--- config.mk ---
export PLATFORM = sky130hd
export DESIGN_NAME = pending_event_reissue_table_flat
export DESIGN_NICKNAME = d
export VERILOG_FILES = /design/src/rtl/core/pert_pkg.sv /design/src/rtl/core/pert_if.sv /design/src/rtl/core/pert_ram.sv /design/src/rtl/core/pert_eval.sv /design/src/rtl/core/pending_event_reissue_table.sv /design/src/flat_wrapper.sv
export SDC_FILE = /design/constraint.sdc
export NUM_CORES = 2
export LEC_CHECK = 0
export ABC_AREA = 1
export BUFFER_PORTS_ARGS = -buffer_cell sky130_fd_sc_hd__clkbuf_2
export CAP_MARGIN = 0
export CORE_ASPECT_RATIO = 1.4
export CORE_MARGIN = 4
export CORE_UTILIZATION = 45
export CTS_BUF_LIST = sky130_fd_sc_hd__clkbuf_4 sky130_fd_sc_hd__clkbuf_8
export DETAILED_ROUTE_END_ITERATION = 7
export GPL_TIMING_DRIVEN = 0
export PLACE_DENSITY = 0.63
export SLEW_MARGIN = 20
export SYNTH_ARGS = -nofsm -noshare
export SYNTH_HDL_FRONTEND = slang
export SYNTH_SLANG_ARGS = --single-unit
--- constraint.sdc ---
create_clock -name clk -period 8.4 [get_ports clk]
set_clock_uncertainty 0.15 [all_clocks]
set_input_delay 1.68 -clock clk [delete_from_list [all_inputs] [get_ports clk]]
set_output_delay 1.68 -clock clk [all_outputs]
set_load 0.03 [all_outputs]
--- src/rtl/core/pert_pkg.sv ---
`timescale 1ns / 1ps
`default_nettype none
// ----------------------------------------------------------------------------
// pert_pkg
// shared types and constants of the pending event reissue table
// ----------------------------------------------------------------------------
package pert_pkg;

	localparam int TABLE_DEPTH = 16;
	localparam int IDX_W       = (TABLE_DEPTH > 1) ? $clog2(TABLE_DEPTH) : 1;
	localparam int CNT_W       = $clog2(TABLE_DEPTH + 1);
	localparam int ENTRY_W     = 64;
	localparam logic [15:0] DEFAULT_INTERVAL_RST = 16'd60;
	localparam logic [15:0] WAIT_MAX = 16'hFFFF;

	typedef enum logic [1:0] {
		FN_REG   = 2'd0,
		FN_DEREG = 2'd1,
		FN_TICK  = 2'd2,
		FN_NOP   = 2'd3
	} func_t;

	typedef enum logic [1:0] {
		ST_OK        = 2'd0,
		ST_UPDATED   = 2'd1,
		ST_FULL      = 2'd2,
		ST_NOT_FOUND = 2'd3
	} status_t;

	typedef enum logic [2:0] {
		S_IDLE,
		S_SCAN,
		S_UPDATE,
		S_QREAD,
		S_QLOAD,
		S_OWAIT,
		S_CLOAD,
		S_CWAIT
	} state_t;

	typedef struct packed {
		logic [15:0] id;
		logic [15:0] ivl;
		logic [31:0] last;
	} entry_t;

	typedef struct packed {
		logic        live;
		logic        due;
		logic [15:0] best;
	} eval_t;

endpackage
`default_nettype wire

--- src/rtl/core/pert_if.sv ---
`timescale 1ns / 1ps
`default_nettype none
// ----------------------------------------------------------------------------
// pert_if
// handshake channels of the pending event reissue table
// ----------------------------------------------------------------------------
interface pert_req_if;
	logic        valid;
	logic        ready;
	logic [1:0]  func;
	logic [15:0] event_id;
	logic [15:0] interval;
	logic [31:0] now;
	modport source (output valid, func, event_id, interval, now, input ready);
	modport sink   (input valid, func, event_id, interval, now, output ready);
endinterface

interface pert_rsp_if;
	logic        valid;
	logic        ready;
	logic        kind;
	logic [15:0] event_id_out;
	logic [1:0]  status;
	logic [15:0] sleep_time;
	logic        last;
	modport source (output valid, kind, event_id_out, status, sleep_time, last,
		input ready);
	modport sink   (input valid, kind, event_id_out, status, sleep_time, last,
		output ready);
endinterface

interface pert_cfg_if;
	logic        valid;
	logic        ready;
	logic [15:0] data;
	modport source (output valid, data, input ready);
	modport sink   (input valid, data, output ready);
endinterface
`default_nettype wire

--- src/rtl/core/pert_ram.sv ---
`timescale 1ns / 1ps
`default_nettype none
// ----------------------------------------------------------------------------
// pert_ram
// generic single write, single read ram with registered read data
// ----------------------------------------------------------------------------
module pert_ram #(
	parameter int WIDTH = 8,
	parameter int DEPTH = 16,
	parameter int AW    = (DEPTH > 1) ? $clog2(DEPTH) : 1
) (
	input  wire logic             clk,
	input  wire logic             we,
	input  wire logic [AW-1:0]    waddr,
	input  wire logic [WIDTH-1:0] wdata,
	input  wire logic [AW-1:0]    raddr,
	output logic      [WIDTH-1:0] rdata
);
	logic [WIDTH-1:0] mem [DEPTH];

	always_ff @(posedge clk) begin
		if (we) mem[waddr] <= wdata;
		rdata <= mem[raddr];
	end
endmodule
`default_nettype wire

--- src/rtl/core/pert_eval.sv ---
`timescale 1ns / 1ps
`default_nettype none
// ----------------------------------------------------------------------------
// pert_eval
// due check of one table entry against the tick time, running minimum
// ----------------------------------------------------------------------------
module pert_eval (
	input  wire logic          valid,
	input  wire pert_pkg::entry_t ent,
	input  wire logic [31:0]   now,
	input  wire logic [15:0]   best,
	output pert_pkg::eval_t    res
);
	import pert_pkg::*;

	logic [32:0] due_at;
	logic [32:0] rem;

	always_comb begin
		due_at   = {1'b0, ent.last} + {17'd0, ent.ivl};
		rem      = due_at - {1'b0, now};
		res.live = valid && (ent.last < now);
		res.due  = (due_at <= {1'b0, now});
		res.best = best;
		if (res.live) begin
			if (res.due) begin
				if (ent.ivl < best) res.best = ent.ivl;
			end else if (rem < {17'd0, best}) begin
				res.best = rem[15:0];
			end
		end
	end
endmodule
`default_nettype wire

--- src/rtl/core/pending_event_reissue_table.sv ---
`timescale 1ns / 1ps
`default_nettype none
// ----------------------------------------------------------------------------
// pending_event_reissue_table
// table of pending events with register, deregister and a periodic reissue
// scan driven by a one-second tick
// ----------------------------------------------------------------------------
//   channel  dir  word
//   cfg      in   default reissue interval
//   req      in   func, event_id, interval, now
//   rsp      out  kind, event_id_out, status, sleep_time, last
//
// one request at a time. register, deregister and a due tick walk all
// TABLE_DEPTH slots through the entry ram, one read a cycle, then wait for the
// last slot's data, close the walk and run the update; each issued word goes
// through a queue ram read, a load and a handshake, and the completion through
// a load and a handshake. a tick that is not due skips the walk. reset clears
// the valid bits, the counters and the control; the rams need no clearing.
// output stalls simply hold the block.
// ----------------------------------------------------------------------------
module pending_event_reissue_table (
	input wire logic clk,
	input wire logic arst_n,
	pert_cfg_if.sink   cfg,
	pert_req_if.sink   req,
	pert_rsp_if.source rsp
);
	import pert_pkg::*;

	state_t state_q, state_d;

	// configuration and sleep bookkeeping
	logic [15:0] default_q;
	logic [15:0] sleep_q;
	logic [15:0] waited_q;
	logic [15:0] best_q;

	// latched request
	func_t       func_q;
	logic [15:0] id_q;
	logic [15:0] ivl_q;
	logic [31:0] now_q;
	logic        due_q;

	// slot walk
	logic [TABLE_DEPTH-1:0] valid_q;
	logic [CNT_W-1:0] idx_q;
	logic             rd_v_s1;
	logic [IDX_W-1:0] rd_idx_s1;
	logic             found_q;
	logic [IDX_W-1:0] match_q;
	logic             free_q;
	logic [IDX_W-1:0] free_idx_q;

	// issued word queue
	logic [CNT_W-1:0] qn_q;
	logic [CNT_W-1:0] qi_q;

	status_t status_q;

	// output register
	logic        o_valid_q;
	logic        o_kind_q;
	logic [15:0] o_id_q;
	logic [1:0]  o_status_q;
	logic        o_last_q;

	// ram ports
	logic             t_we;
	logic [IDX_W-1:0] t_waddr;
	entry_t           t_wdata;
	entry_t           t_rdata;
	logic             q_we;
	logic [15:0]      q_wdata;
	logic [15:0]      q_rdata;

	eval_t ev;
	logic  e_valid;
	logic  walk_done;
	logic [15:0] ivl_eff;

	assign cfg.ready = 1'b1;
	assign req.ready = (state_q == S_IDLE);

	assign rsp.valid        = o_valid_q;
	assign rsp.kind         = o_kind_q;
	assign rsp.event_id_out = o_id_q;
	assign rsp.status       = o_status_q;
	assign rsp.sleep_time   = sleep_q;
	assign rsp.last         = o_last_q;

	assign e_valid   = valid_q[rd_idx_s1];
	assign walk_done = (idx_q == CNT_W'(TABLE_DEPTH)) && !rd_v_s1;
	assign ivl_eff   = (ivl_q == 16'd0) ? default_q : ivl_q;

	pert_ram #(.WIDTH(ENTRY_W), .DEPTH(TABLE_DEPTH)) u_table (
		.clk   (clk),
		.we    (t_we),
		.waddr (t_waddr),
		.wdata (t_wdata),
		.raddr (idx_q[IDX_W-1:0]),
		.rdata (t_rdata)
	);

	pert_ram #(.WIDTH(16), .DEPTH(TABLE_DEPTH)) u_queue (
		.clk   (clk),
		.we    (q_we),
		.waddr (qn_q[IDX_W-1:0]),
		.wdata (q_wdata),
		.raddr (qi_q[IDX_W-1:0]),
		.rdata (q_rdata)
	);

	pert_eval u_eval (
		.valid (e_valid),
		.ent   (t_rdata),
		.now   (now_q),
		.best  (best_q),
		.res   (ev)
	);

	// write strobes of both rams
	always_comb begin
		t_we    = 1'b0;
		t_waddr = rd_idx_s1;
		t_wdata = t_rdata;
		q_we    = 1'b0;
		q_wdata = t_rdata.id;
		if (state_q == S_SCAN && rd_v_s1 && func_q == FN_TICK && ev.live && ev.due)
		begin
			// reissue: stamp the entry and queue its id
			t_we         = 1'b1;
			t_wdata.last = now_q;
			q_we         = 1'b1;
		end else if (state_q == S_UPDATE && func_q == FN_REG && (found_q || free_q))
		begin
			t_we    = 1'b1;
			t_waddr = found_q ? match_q : free_idx_q;
			t_wdata = '{id: id_q, ivl: ivl_eff, last: now_q};
			q_we    = 1'b1;
			q_wdata = id_q;
		end
	end

	always_ff @(posedge clk or negedge arst_n) begin
		if (!arst_n) state_q <= S_IDLE;
		else         state_q <= state_d;
	end

	always_comb begin
		state_d = state_q;
		unique case (state_q)
			S_IDLE: begin
				if (req.valid) begin
					if (req.func == FN_REG || req.func == FN_DEREG ||
						(req.func == FN_TICK && sleep_q <= waited_q))
						state_d = S_SCAN;
					else
						state_d = S_UPDATE;
				end
			end
			S_SCAN:   if (walk_done) state_d = S_UPDATE;
			S_UPDATE: state_d = (q_we || qn_q != '0) ? S_QREAD : S_CLOAD;
			S_QREAD:  state_d = S_QLOAD;
			S_QLOAD:  state_d = S_OWAIT;
			S_OWAIT: begin
				if (rsp.ready) state_d = (qi_q + 1'b1 == qn_q) ? S_CLOAD : S_QREAD;
			end
			S_CLOAD:  state_d = S_CWAIT;
			S_CWAIT:  if (rsp.ready) state_d = S_IDLE;
			default:  state_d = S_IDLE;
		endcase
	end

	// control state
	always_ff @(posedge clk or negedge arst_n) begin
		if (!arst_n) begin
			default_q <= DEFAULT_INTERVAL_RST;
			sleep_q   <= DEFAULT_INTERVAL_RST;
			waited_q  <= '0;
			valid_q   <= '0;
			idx_q     <= '0;
			rd_v_s1   <= 1'b0;
			qn_q      <= '0;
			qi_q      <= '0;
			o_valid_q <= 1'b0;
		end else begin
			if (cfg.valid) default_q <= cfg.data;
			if (q_we) qn_q <= qn_q + 1'b1;
			rd_v_s1 <= 1'b0;
			unique case (state_q)
				S_IDLE: begin
					idx_q <= '0;
					qn_q  <= '0;
					qi_q  <= '0;
					if (req.valid && req.func == FN_TICK) begin
						if (sleep_q <= waited_q) waited_q <= '0;
						else if (waited_q != WAIT_MAX) waited_q <= waited_q + 1'b1;
					end
				end
				S_SCAN: begin
					if (idx_q != CNT_W'(TABLE_DEPTH)) begin
						idx_q   <= idx_q + 1'b1;
						rd_v_s1 <= 1'b1;
					end
				end
				S_UPDATE: begin
					if (func_q == FN_REG && (found_q || free_q)) begin
						valid_q[found_q ? match_q : free_idx_q] <= 1'b1;
						if (sleep_q > ivl_eff) sleep_q <= ivl_eff;
					end
					if (func_q == FN_DEREG && found_q) valid_q[match_q] <= 1'b0;
					if (func_q == FN_TICK && due_q) sleep_q <= best_q;
				end
				S_QLOAD: o_valid_q <= 1'b1;
				S_OWAIT: begin
					if (rsp.ready) begin
						o_valid_q <= 1'b0;
						qi_q      <= qi_q + 1'b1;
					end
				end
				S_CLOAD: o_valid_q <= 1'b1;
				S_CWAIT: if (rsp.ready) o_valid_q <= 1'b0;
				default: ;
			endcase
		end
	end

	// payload registers
	always_ff @(posedge clk) begin
		if (state_q == S_IDLE) begin
			rd_idx_s1 <= '0;
			found_q   <= 1'b0;
			free_q    <= 1'b0;
			if (req.valid) begin
				func_q <= func_t'(req.func);
				id_q   <= req.event_id;
				ivl_q  <= req.interval;
				now_q  <= req.now;
				due_q  <= (sleep_q <= waited_q);
				best_q <= default_q;
			end
		end
		if (state_q == S_SCAN) begin
			rd_idx_s1 <= idx_q[IDX_W-1:0];
			if (rd_v_s1) begin
				// first live match and first free slot, in slot order
				if (e_valid && t_rdata.id == id_q && !found_q) begin
					found_q <= 1'b1;
					match_q <= rd_idx_s1;
				end
				if (!e_valid && !free_q) begin
					free_q     <= 1'b1;
					free_idx_q <= rd_idx_s1;
				end
				if (func_q == FN_TICK) best_q <= ev.best;
			end
		end
		if (state_q == S_UPDATE) begin
			case (func_q)
				FN_REG:   status_q <= found_q ? ST_UPDATED : (free_q ? ST_OK : ST_FULL);
				FN_DEREG: status_q <= found_q ? ST_OK : ST_NOT_FOUND;
				default:  status_q <= ST_OK;
			endcase
		end
		if (state_q == S_QLOAD) begin
			o_kind_q   <= 1'b0;
			o_id_q     <= q_rdata;
			o_status_q <= ST_OK;
			o_last_q   <= 1'b0;
		end
		if (state_q == S_CLOAD) begin
			o_kind_q   <= 1'b1;
			o_id_q     <= '0;
			o_status_q <= status_q;
			o_last_q   <= 1'b1;
		end
	end
endmodule
`default_nettype wire
--- src/flat_wrapper.sv ---
// flat-port wrapper written by rule: the top's interface ports become plain ports
module pending_event_reissue_table_flat import pert_pkg::*;
  (clk, arst_n, cfg_valid, cfg_data, cfg_ready, req_valid, req_func, req_event_id, req_interval, req_now, req_ready, rsp_valid, rsp_kind, rsp_event_id_out, rsp_status, rsp_sleep_time, rsp_last, rsp_ready);
  pert_cfg_if cfg_i ();
  pert_req_if req_i ();
  pert_rsp_if rsp_i ();
  input wire logic clk;
  input wire logic arst_n;
  input wire logic [$bits(cfg_i.valid)-1:0] cfg_valid;
  input wire logic [$bits(cfg_i.data)-1:0] cfg_data;
  output wire logic [$bits(cfg_i.ready)-1:0] cfg_ready;
  input wire logic [$bits(req_i.valid)-1:0] req_valid;
  input wire logic [$bits(req_i.func)-1:0] req_func;
  input wire logic [$bits(req_i.event_id)-1:0] req_event_id;
  input wire logic [$bits(req_i.interval)-1:0] req_interval;
  input wire logic [$bits(req_i.now)-1:0] req_now;
  output wire logic [$bits(req_i.ready)-1:0] req_ready;
  output wire logic [$bits(rsp_i.valid)-1:0] rsp_valid;
  output wire logic [$bits(rsp_i.kind)-1:0] rsp_kind;
  output wire logic [$bits(rsp_i.event_id_out)-1:0] rsp_event_id_out;
  output wire logic [$bits(rsp_i.status)-1:0] rsp_status;
  output wire logic [$bits(rsp_i.sleep_time)-1:0] rsp_sleep_time;
  output wire logic [$bits(rsp_i.last)-1:0] rsp_last;
  input wire logic [$bits(rsp_i.ready)-1:0] rsp_ready;
  assign cfg_i.valid = cfg_valid;
  assign cfg_i.data = cfg_data;
  assign cfg_ready = cfg_i.ready;
  assign req_i.valid = req_valid;
  assign req_i.func = req_func;
  assign req_i.event_id = req_event_id;
  assign req_i.interval = req_interval;
  assign req_i.now = req_now;
  assign req_ready = req_i.ready;
  assign rsp_valid = rsp_i.valid;
  assign rsp_kind = rsp_i.kind;
  assign rsp_event_id_out = rsp_i.event_id_out;
  assign rsp_status = rsp_i.status;
  assign rsp_sleep_time = rsp_i.sleep_time;
  assign rsp_last = rsp_i.last;
  assign rsp_i.ready = rsp_ready;
  pending_event_reissue_table u_core (.clk(clk), .arst_n(arst_n), .cfg(cfg_i), .req(req_i), .rsp(rsp_i));
endmodule
==> run_results.csv <==
group,metric,value,unit
outcome,status,"finished with violations",
outcome,violations,"design-rule violations",
worst_setup_path,worst_ep_required_time,8890,ps
timing,period_needed,6680,ps
synth,ys_seq_area_frac,0.689,
synth,yosys_warnings,0,
worst_setup_path,r2r_cells,30,
global_routing,grt_pass1_wl,304,mm
synth,async_flop_share,0.0538,
timing,tightest_slew,1240,ps
global_routing,grt_max_degree,50,
power_and_ir_drop,combPwrFrac,0.409,
cts,clockBufferDepth,3,
final_layout,areaGrowthSynthToFinish,14.7,%
synth,syn_inst,5676,
synth,ys_types,57,
timing,final.period_utilization,0.795,
power_and_ir_drop,power.leakage,27.1,nW
worst_setup_path,cp_max_fo,10,
synth,synth_top_family_by_area,"compound AO/OA/AOI/OAI gates",
hold_path,hold_class,"flip-flop to flip-flop",
global_routing,grt_use_total,0.267,
die,rows,166,
synth,synth_compound_area_frac,0.125,
worst_setup_path,end_kind,"flip-flop",
cts,hold_buffers,0,
power_and_ir_drop,power_switching,11.8,mW
final_layout,fin_nets,6388,
timing,slew_headroom,0.175,
final_layout,final_cell_area,0.0757,mm^2
timing,hold-worst-slack,291,ps
worst_setup_path,worstReg2RegStart,"u_core.u_table.rdata[42]",
hold_path,min_from,"u_core.u_queue.rdata[3]",
worst_setup_path,timing.critical_path.to,"u_core.u_table.mem[1][22]",
worst_setup_path,startpoint,"u_core.u_table.rdata[42]",
cts,cts_resized,0,
cts,cts_setup_buffers,0,
die,die_y,461,um
worst_setup_path,arrival,7170,ps
power_and_ir_drop,sw_frac_of_total,0.419,
power_and_ir_drop,power_per_cell_area,372,mW/mm^2
detailed_routing,ant_nets,0,
die,ios,126,
worst_setup_path,max_stage_delay,680,ps
cts,clkSinkCount,1562,
die,start_util,0.452,
cts,numCtsBuffers,224,
placed_design,detailed_place_hpwl,152,mm
global_routing,antenna_found_initial,6,
synth,yosys.area_share.simple,0.112,
worst_setup_path,r2r_slack,1720,ps
synth,synth-edff-count,1379,
cts,cts_tree,"done",
timing,max_freq,0.150,GHz
final_layout,drive_above_1_share,0.118,
synth,avgSynthCellArea,11.6,um^2
final_layout,ff_latch_area,0.0455,mm^2
placed_design,gp_congestion,0.913,
timing,hold_viol_final,0,
timing,setup_viol,0,
die,die_area,0.153,mm^2
power_and_ir_drop,internal-power,16.3,mW
global_routing,grt_overflow_total,0,
synth,netlist_area,0.0660,mm^2
detailed_routing,drt-total-wl,209,mm
synth,yosys_most_used_dff,"edfxtp_1",
worst_setup_path,r2r-end,"u_core.u_table.mem[1][22]",
power_and_ir_drop,clockPowerShare,0.213,
detailed_routing,drtIter0Drc,4931,
power_and_ir_drop,power,28.1,mW
detailed_routing,drtPass1Iterations,8,
synth,ys_ff_latch,1562,
timing,slew_viol_final,0,
synth,synth_nets,5914,
final_layout,multi_input_area,0.0186,mm^2
synth,synth_mux_area_frac,0.000341,
job,drv_cap,0,
detailed_routing,wl_per_cell,25.2,um
synth,yosys.area_share.xor_xnor,0.00902,
power_and_ir_drop,p_seq_frac,0.379,
cts,cts.htree.levels,4,
synth,synthAdderAreaFrac,0.0288,
placed_design,port_buffers,123,
cts,clkTransAtPathRegs,70,ps
worst_setup_path,startpoint_type,"flip-flop",
cts,cts_root_buffer,"clkbuf_8",
power_and_ir_drop,max-vdd-ir-drop,0.262,mV
detailed_routing,via_per_inst,5.76,
worst_setup_path,crit_type,"flip-flop to flip-flop",
die,core,0.146,mm^2
detailed_routing,drc,2,
placed_design,place_area,0.0712,mm^2
detailed_routing,via_count,47700,
timing,rsz0062_at_grt,"false",
final_layout,fillers,12600,
worst_setup_path,critical_path.most_common_cell,"inv_1",
die,dieWidth,332,um
cts,clk_latency,960,ps
worst_setup_path,cp_slowest_cell,"dfxtp_1",
global_routing,grt_pass1_vias,46600,
==> cell type report <==
cell class / instances / share of cell area
timing repair buffer: 248 / 0.0320
clock inverter: 114 / 0.00962
clock buffer: 306 / 0.0494
tap: 1932 / 0.0319
buffer: 295 / 0.0154
multi-input combinational: 3508 / 0.245
sequential: 1562 / 0.601
antenna: 5 / 0.000165
inverter: 311 / 0.0154
==> registers in the layout, indices dropped and copies added (netlist names), 32 cells and up <==
register              cells
u_core.now_q             32
u_core.u_queue.mem      256
u_core.u_table.mem     1024
u_core.u_table.rdata     64
==> cells in the mapped netlist, drive strengths merged, types with 2 or more instances <==
library cell / n / area share
a211oi: 4 / 0.00045
a21o: 4 / 0.00045
a21oi: 202 / 0.016
a22o: 16 / 0.0021
a22oi: 7 / 0.00080
a31oi: 4 / 0.00038
and2: 7 / 0.00066
buf: 30 / 0.0025
clkbuf: 265 / 0.015
clkinv: 4 / 0.00023
dfrtp: 76 / 0.029
dfstp: 8 / 0.0032
dfxtp: 99 / 0.030
edfxtp: 1379 / 0.63
fa: 2 / 0.00061
ha: 149 / 0.028
inv: 307 / 0.017
mux2: 2 / 0.00034
nand2: 659 / 0.038
nand3: 201 / 0.015
nand3b: 4 / 0.00045
nand4: 31 / 0.0030
nor2: 859 / 0.049
nor3: 44 / 0.0034
nor3b: 2 / 0.00023
nor4: 15 / 0.0014
o2111ai: 2 / 0.00027
o211ai: 30 / 0.0034
o21a: 5 / 0.00057
o21ai: 837 / 0.063
o21bai: 8 / 0.00091
o221ai: 104 / 0.014
o22ai: 233 / 0.022
o31ai: 2 / 0.00023
xnor2: 15 / 0.0020
xor2: 53 / 0.0070
==> routing by layer <==
layer	wire, um	share of wire	global-route usage	vias to the layer above
met5	0	0	0	-
met4	15300	0.073	0.176	0
met3	14200	0.068	0.0397	553
met2	104000	0.50	0.461	2229
met1	75400	0.36	0.311	23300
li1	-	-	-	21500
==> power groups by stage <==
| stage | sequential (mW) | combinational (mW) | clock (mW) |
|---|---|---|---|
| 2_1_floorplan | 10.6 | 6.92 | 0 |
| 3_3_place_gp | 10.9 | 10.8 | 0 |
| 3_5_place_dp | 10.8 | 11.4 | 0 |
| 4_1_cts | 10.7 | 11.4 | 6.04 |
| 5_1_grt | 10.7 | 12.7 | 6.41 |
| 6_report | 10.7 | 11.5 | 5.98 |
==> stage by stage <==
step / setup TNS (ps) / util / std cells / setup WS (ps)
after floorplan: -58700 / - / 5676 / -229
after global placement: -3382540 / 0.473 / 7731 / -5870
after detailed placement: 0 / 0.488 / 7856 / 1750
after CTS: 0 / 0.518 / 8276 / 1680
after global routing: 0 / 0.518 / 8279 / 1150
final: 0 / 0.519 / 8281 / 1720
==> cells by family (layout without fill, tap and decap cells) <==
logic type	Yosys count	in the layout
AO/OA/AOI/OAI	1462	1462
XOR/XNOR	68	68
adder cells (fa/ha/maj)	151	151
buffers and inverters	606	1274
flip-flops	1562	1562
multiplexers	2	2
other	1	6
AND/OR/NAND/NOR	1824	1824
==> worst min path at each step <==
stage | cells past startpoint | slack, ps | to
global placement | 1 | 270 | u_core.rsp.event_id_out[6]
detailed placement | 1 | 280 | u_core.rsp.event_id_out[3]
finish | 1 | 290 | u_core.rsp.event_id_out[3]
floorplan | 1 | 270 | u_core.rsp.event_id_out[0]
CTS | 1 | 290 | u_core.rsp.event_id_out[3]
global route | 1 | 310 | u_core.rsp.event_id_out[11]
==> worst max-delay path: cells and delay by family (launching register included) <==
kind / cells / cell delay (ps)
XOR/XNOR: 1 / 150
adder cells (fa/ha/maj): 2 / 810
AO/OA/AOI/OAI: 5 / 950
buffers and inverters: 8 / 1300
AND/OR/NAND/NOR: 14 / 2330
flip-flops: 1 / 680
==> cell usage in the layout (no fill, tap or decap), types with 10 or more instances in the layout <==
| master | count |
|---|---|
| clkbuf_8 | 232 |
| clkinv_1 | 68 |
| xnor2_1 | 15 |
| nand3_1 | 199 |
| buf_1 | 12 |
| xor2_1 | 53 |
| nand4_1 | 30 |
| o211ai_1 | 30 |
| nor3_1 | 39 |
| inv_2 | 11 |
| nor2_2 | 19 |
| clkbuf_2 | 128 |
| nand2_2 | 19 |
| a21oi_1 | 198 |
| nand2_1 | 638 |
| dfxtp_1 | 99 |
| edfxtp_1 | 1379 |
| o21ai_0 | 778 |
| buf_4 | 57 |
| buf_12 | 26 |
| buf_2 | 10 |
| inv_1 | 296 |
| buf_16 | 20 |
| o21ai_1 | 27 |
| buf_6 | 22 |
| clkbuf_4 | 75 |
| nor2_1 | 822 |
| clkinv_2 | 31 |
| clkbuf_1 | 259 |
| o21ai_2 | 25 |
| o221ai_1 | 104 |
| o22ai_1 | 233 |
| dfrtp_1 | 76 |
| nor4_1 | 15 |
| a22o_1 | 16 |
| nor2_4 | 18 |
| ha_1 | 149 |
(Power assumes the default switching activity.)
